`config.mk`:
```
export PLATFORM = sky130hd
export DESIGN_NAME = imptab_best
export DESIGN_NICKNAME = d
export VERILOG_FILES = /design/src/hw/rtl/indexed_max_priority_table_unit_defines.svh /design/src/hw/rtl/imptab_pkg.sv /design/src/hw/rtl/imptab_best.sv
export SDC_FILE = /design/constraint.sdc
export NUM_CORES = 1
export LEC_CHECK = 0
export BUFFER_PORTS_ARGS = -buffer_cell sky130_fd_sc_hd__clkbuf_2
export CAP_MARGIN = 20
export CELL_PAD_IN_SITES_DETAIL_PLACEMENT = 1
export CELL_PAD_IN_SITES_GLOBAL_PLACEMENT = 1
export CORE_MARGIN = 2
export CORE_UTILIZATION = 35
export CTS_CLUSTER_SIZE = 16
export DETAILED_ROUTE_END_ITERATION = 16
export PLACE_DENSITY_LB_ADDON = 0.1
export SLEW_MARGIN = 0
export SYNTH_ARGS = -nofsm -noshare
export SYNTH_HDL_FRONTEND = slang
export SYNTH_SLANG_ARGS = --single-unit
```
`constraint.sdc`:
```
create_clock -name clk_i -period 5.1 [get_ports clk_i]
set_input_delay 1.02 -clock clk_i [delete_from_list [all_inputs] [get_ports clk_i]]
set_output_delay 1.02 -clock clk_i [all_outputs]
set_load 0.05 [all_outputs]
```
`src/hw/rtl/indexed_max_priority_table_unit_defines.svh`:
```
// Assertion macros shared by the indexed max-priority table RTL.
`ifndef INDEXED_MAX_PRIORITY_TABLE_UNIT_DEFINES_SVH
`define INDEXED_MAX_PRIORITY_TABLE_UNIT_DEFINES_SVH

// Check a property on clk_i, masked while rst_ni is low.
`define IMPTAB_ASSERT(label, prop, msg) \
  label: assert property (@(posedge clk_i) disable iff (!rst_ni) (prop)) else $error(msg);

// Check a property on clk_i at every edge, reset included.
`define IMPTAB_ASSERT_ALWAYS(label, prop, msg) \
  label: assert property (@(posedge clk_i) (prop)) else $error(msg);

`endif

```
`src/hw/rtl/imptab_pkg.sv`:
```
// Package for the indexed max-priority table: field widths, defaults, opcodes, control struct.
`timescale 1ns / 1ps

package imptab_pkg;

  localparam int unsigned ENTRIES_DEF   = 256;
  localparam int unsigned PRIO_BITS_DEF = 10;
  localparam int unsigned STAMP_W       = 32;
  localparam int unsigned OP_W          = 2;
  localparam int unsigned INDEX_W       = 8;
  localparam int unsigned AMOUNT_W      = 10;

  typedef enum logic [OP_W-1:0] {
    OP_INSERT   = 2'd0,
    OP_INCREASE = 2'd1,
    OP_REMOVE   = 2'd2,
    OP_QUERY    = 2'd3
  } op_e;

  // Control from the sequencer to the best-entry tracker.
  typedef struct packed {
    logic start;   // forget the current best, a new scan begins
    logic sample;  // read data of the delayed scan address is valid
  } best_ctl_t;

endpackage

```
`src/hw/rtl/imptab_best.sv`:
```
// Running best-entry tracker fed by the scan: highest priority, then oldest stamp.
`timescale 1ns / 1ps

module imptab_best #(
  parameter int unsigned ENTRIES       = imptab_pkg::ENTRIES_DEF,
  parameter int unsigned PRIORITY_BITS = imptab_pkg::PRIO_BITS_DEF
) (
  input  logic                              clk_i,
  input  logic                              rst_ni,
  input  imptab_pkg::best_ctl_t             ctl_i,
  input  logic [$clog2(ENTRIES)-1:0]        idx_i,
  input  logic                              active_i,
  input  logic [PRIORITY_BITS-1:0]          prio_i,
  input  logic [imptab_pkg::STAMP_W-1:0]    stamp_i,
  output logic                              found_o,
  output logic [$clog2(ENTRIES)-1:0]        idx_o
);

  localparam int unsigned ADDR_W = $clog2(ENTRIES);

  logic                           found_q, found_d;
  logic [ADDR_W-1:0]              idx_q, idx_d;
  logic [PRIORITY_BITS-1:0]       prio_q, prio_d;
  logic [imptab_pkg::STAMP_W-1:0] stamp_q, stamp_d;
  logic                           better;

  // Strict compares in rising index order leave full ties to the lowest index.
  assign better = active_i &&
                  (!found_q || (prio_i > prio_q) ||
                   ((prio_i == prio_q) && (stamp_i < stamp_q)));

  always_comb begin
    found_d = found_q;
    idx_d   = idx_q;
    prio_d  = prio_q;
    stamp_d = stamp_q;
    if (ctl_i.start) begin
      found_d = 1'b0;
      idx_d   = '0;
    end else if (ctl_i.sample && better) begin
      found_d = 1'b1;
      idx_d   = idx_i;
      prio_d  = prio_i;
      stamp_d = stamp_i;
    end
  end

  always_ff @(posedge clk_i or negedge rst_ni) begin
    if (!rst_ni) begin
      found_q <= 1'b0;
    end else begin
      found_q <= found_d;
    end
  end

  always_ff @(posedge clk_i) begin
    idx_q   <= idx_d;
    prio_q  <= prio_d;
    stamp_q <= stamp_d;
  end

  assign found_o = found_q;
  assign idx_o   = idx_q;

endmodule

```
==> out/metrics.cfg <==
[drt]
wl_per_cell_um = 12.9
drc = 0
via_count = 1865
routed_via_density = 4.70
drt_iter0_markers = 19
detail-route-antenna-nets = 0
first_pass_iters = 4
wl_um = 5130

[layout]
final_cells = 397
multi_input_area_um2 = 1090
fillerInstances = 866
seq_area_um2 = 1450
syn_to_final_growth_pct = 20.6
drive_gt1_share_pct = 25.1
nNetsFinal = 390
antenna-diode-count = 0

[worst_hold_path]
hold_class = primary input to async pin

[job]
max-cap-violations = 0

[pwr]
leakage_uw = 0.00160
irDropWorstVdd_mv = 0.122
finalPower_uw = 866
powerDensity_nw_per_um2 = 265

[setup_path]
cp.required_ns = 5.07
r2r_setup_slack_ns = 1.99
start_kind = primary input
ff2ff_path_depth = 10
worstSetupPathType = primary input to flip-flop
worst_r2r_endpoint = stamp_q[30]
endpoint_kind = flip-flop
critPathLaunch = stamp_i[13]
arrival_ns = 3.54
path_max_fanout = 28
regToRegStartpoint = stamp_q[13]

[timing]
period_share_pct = 69.9
drv_slew = 0
setup_viol = 0
max_slew_margin_pct = 64.8
layout_setup_ws_ns = 1.54
fmax_mhz = 281
rsz0062_at_grt = false
fin_setup_tns_ns = 0
hold_violations = 0
fin_crit_ns = 3.56
tightest_slew_ns = 0.523
skew_ns = 0.00721

[floorplanning]
die_width_um = 92.0
coreArea_um2 = 7610
initial_core_util_pct = 35.6
pin_count = 64
die-area_um2 = 8460
rows = 32
die_h_um = 92.0

[synthesis]
seq_area_frac_synth_pct = 53.4
yosys_warnings = 0
synthFlopType = edfxtp_1
syn_nets = 320
yosysUniqueCellTypes = 34
synth_most_common_cell = inv_1
post-synth-top-area-cell = edfxtp_1
synth_edf_count = 42
ys_top_cells_by_area = edfxtp_1 47%, ha_1 19%, inv_1 6.1%, dfxtp_1 5.9%, nand2b_1 4.2%
syn_avg_cell_area_um2 = 12.1
synth-seq-cells = 51
synth_common_cells = 44 x inv_1, 42 x edfxtp_1, 41 x ha_1
synthCells = 224
syn-cell-area_um2 = 2710
synth.top_cell.area_share_pct = 46.5
async_reset_ff_share_pct = 1.96

[clocking]
cts_buffer_depth = 2
postCtsHoldBufs = 0
htree_num_levels = 2
cts_resized = 0
cts_buffers = 5
path_clk_slew_ns = 0.09
cts.sinks = 51
root_buffer = clkbuf_8
clk_latency_ns = 0.31
post_cts_buffers = 0
tritoncts = yes

[place]
pre_cts_ws_ns = 1.13
place_congestion = 0.696
io_buffers = 63
hpwl_um = 4120
place_inst = 389

[global_routing]
track_usage_pct = 13.3
gr-total-overflow = 0
grt_first_pass_wirelength_um = 8820
grt_max_degree = 29
grt_antenna_before_repair = 0
grt_pass1_vias = 1970

[outcome]
status = completed

-- worst max-delay path, cell delays in order --
cell	delay, ns
clkbuf_2	0.10
ha_1	0.32
a211oi_1	0.21
nor2_1	0.08
a311o_1	0.31
o311ai_1	0.38
a32oi_1	0.09
buf_4	0.22
nor2_4	0.36
buf_4	0.43
-- logic make-up (layout without fill, tap and decap cells) --
family	Yosys count	count (layout)	synth area share (%)
DFF	51	51	53.4
muxes	8	8	2.95
and+or+nand+nor	42	42	8.91
adders and majority gates	41	41	18.9
buffers and inverters	46	117	6.65
AOI/OAI and AO/OA	36	36	9.19
-- report_power, final --
group          switching [µW]  internal, µW
clock                     136           144
combinational            66.3          49.0
sequential               4.41           466
total                     207           659
-- state kept, by name, indices dropped and copies added, names as in the netlist --
register and cells:
idx_o 8, stamp_q 32, found_o 1, prio_q 10
-- metal layers --
metal,vias up,GRT usage (%),share of wire [%]
li1,948,-,-
met1,874,16.8,47
met2,36,22.1,47
met3,7,2.96,4.2
met4,0,5.60,1.9
met5,-,0,0
-- final cells by class --
class | count | share of cell area (%)
Tap cell | 102 | 3.91
Clock inverter | 3 | 1.19
Timing Repair Buffer | 65 | 10.1
Inverter | 44 | 5.05
Clock buffer | 5 | 2.11
Sequential cell | 51 | 44.3
Multi-Input combinational cell | 127 | 33.4
-- cells in the final DEF (no fill, tap or decap), types with 2 or more instances in the layout --
cell | Yosys | layout
inv_1 | 44 | 44
ha_1 | 41 | 41
a21o_1 | 6 | 6
edfxtp_1 | 42 | 42
nor2_1 | 3 | 2
nand4_1 | 5 | 5
buf_4 | 0 | 2
o21ai_0 | 4 | 4
and4_1 | 2 | 2
nand2_1 | 7 | 7
clkbuf_2 | 0 | 63
o211ai_1 | 2 | 2
a31oi_1 | 2 | 2
nand3_1 | 2 | 2
clkbuf_8 | 0 | 5
a21oi_1 | 10 | 10
nor4_1 | 3 | 3
dfxtp_1 | 8 | 8
mux2i_1 | 8 | 8
nand2b_1 | 18 | 18
-- worst max path at each step --
stage	to	slack [ns]	cells after the start
2_1_floorplan	prio_q[0]	0.53	7
3_3_place_gp	stamp_q[8]	1.26	10
3_5_place_dp	stamp_q[9]	1.13	10
4_1_cts	stamp_q[30]	1.46	10
5_1_grt	stamp_q[30]	1.30	10
6_report	stamp_q[30]	1.54	10
-- through the flow --
step | hold slack, ns | util (%) | instance area [µm²]
2_1_floorplan | 0.696 | - | 2710
3_3_place_gp | 0.467 | 41.5 | 3160
3_5_place_dp | 0.471 | 41.5 | 3160
4_1_cts | 0.452 | 43.0 | 3270
5_1_grt | 0.442 | 43.0 | 3270
6_report | 0.464 | 43.0 | 3270
No activity file was read; power rests on OpenSTA's default activity.
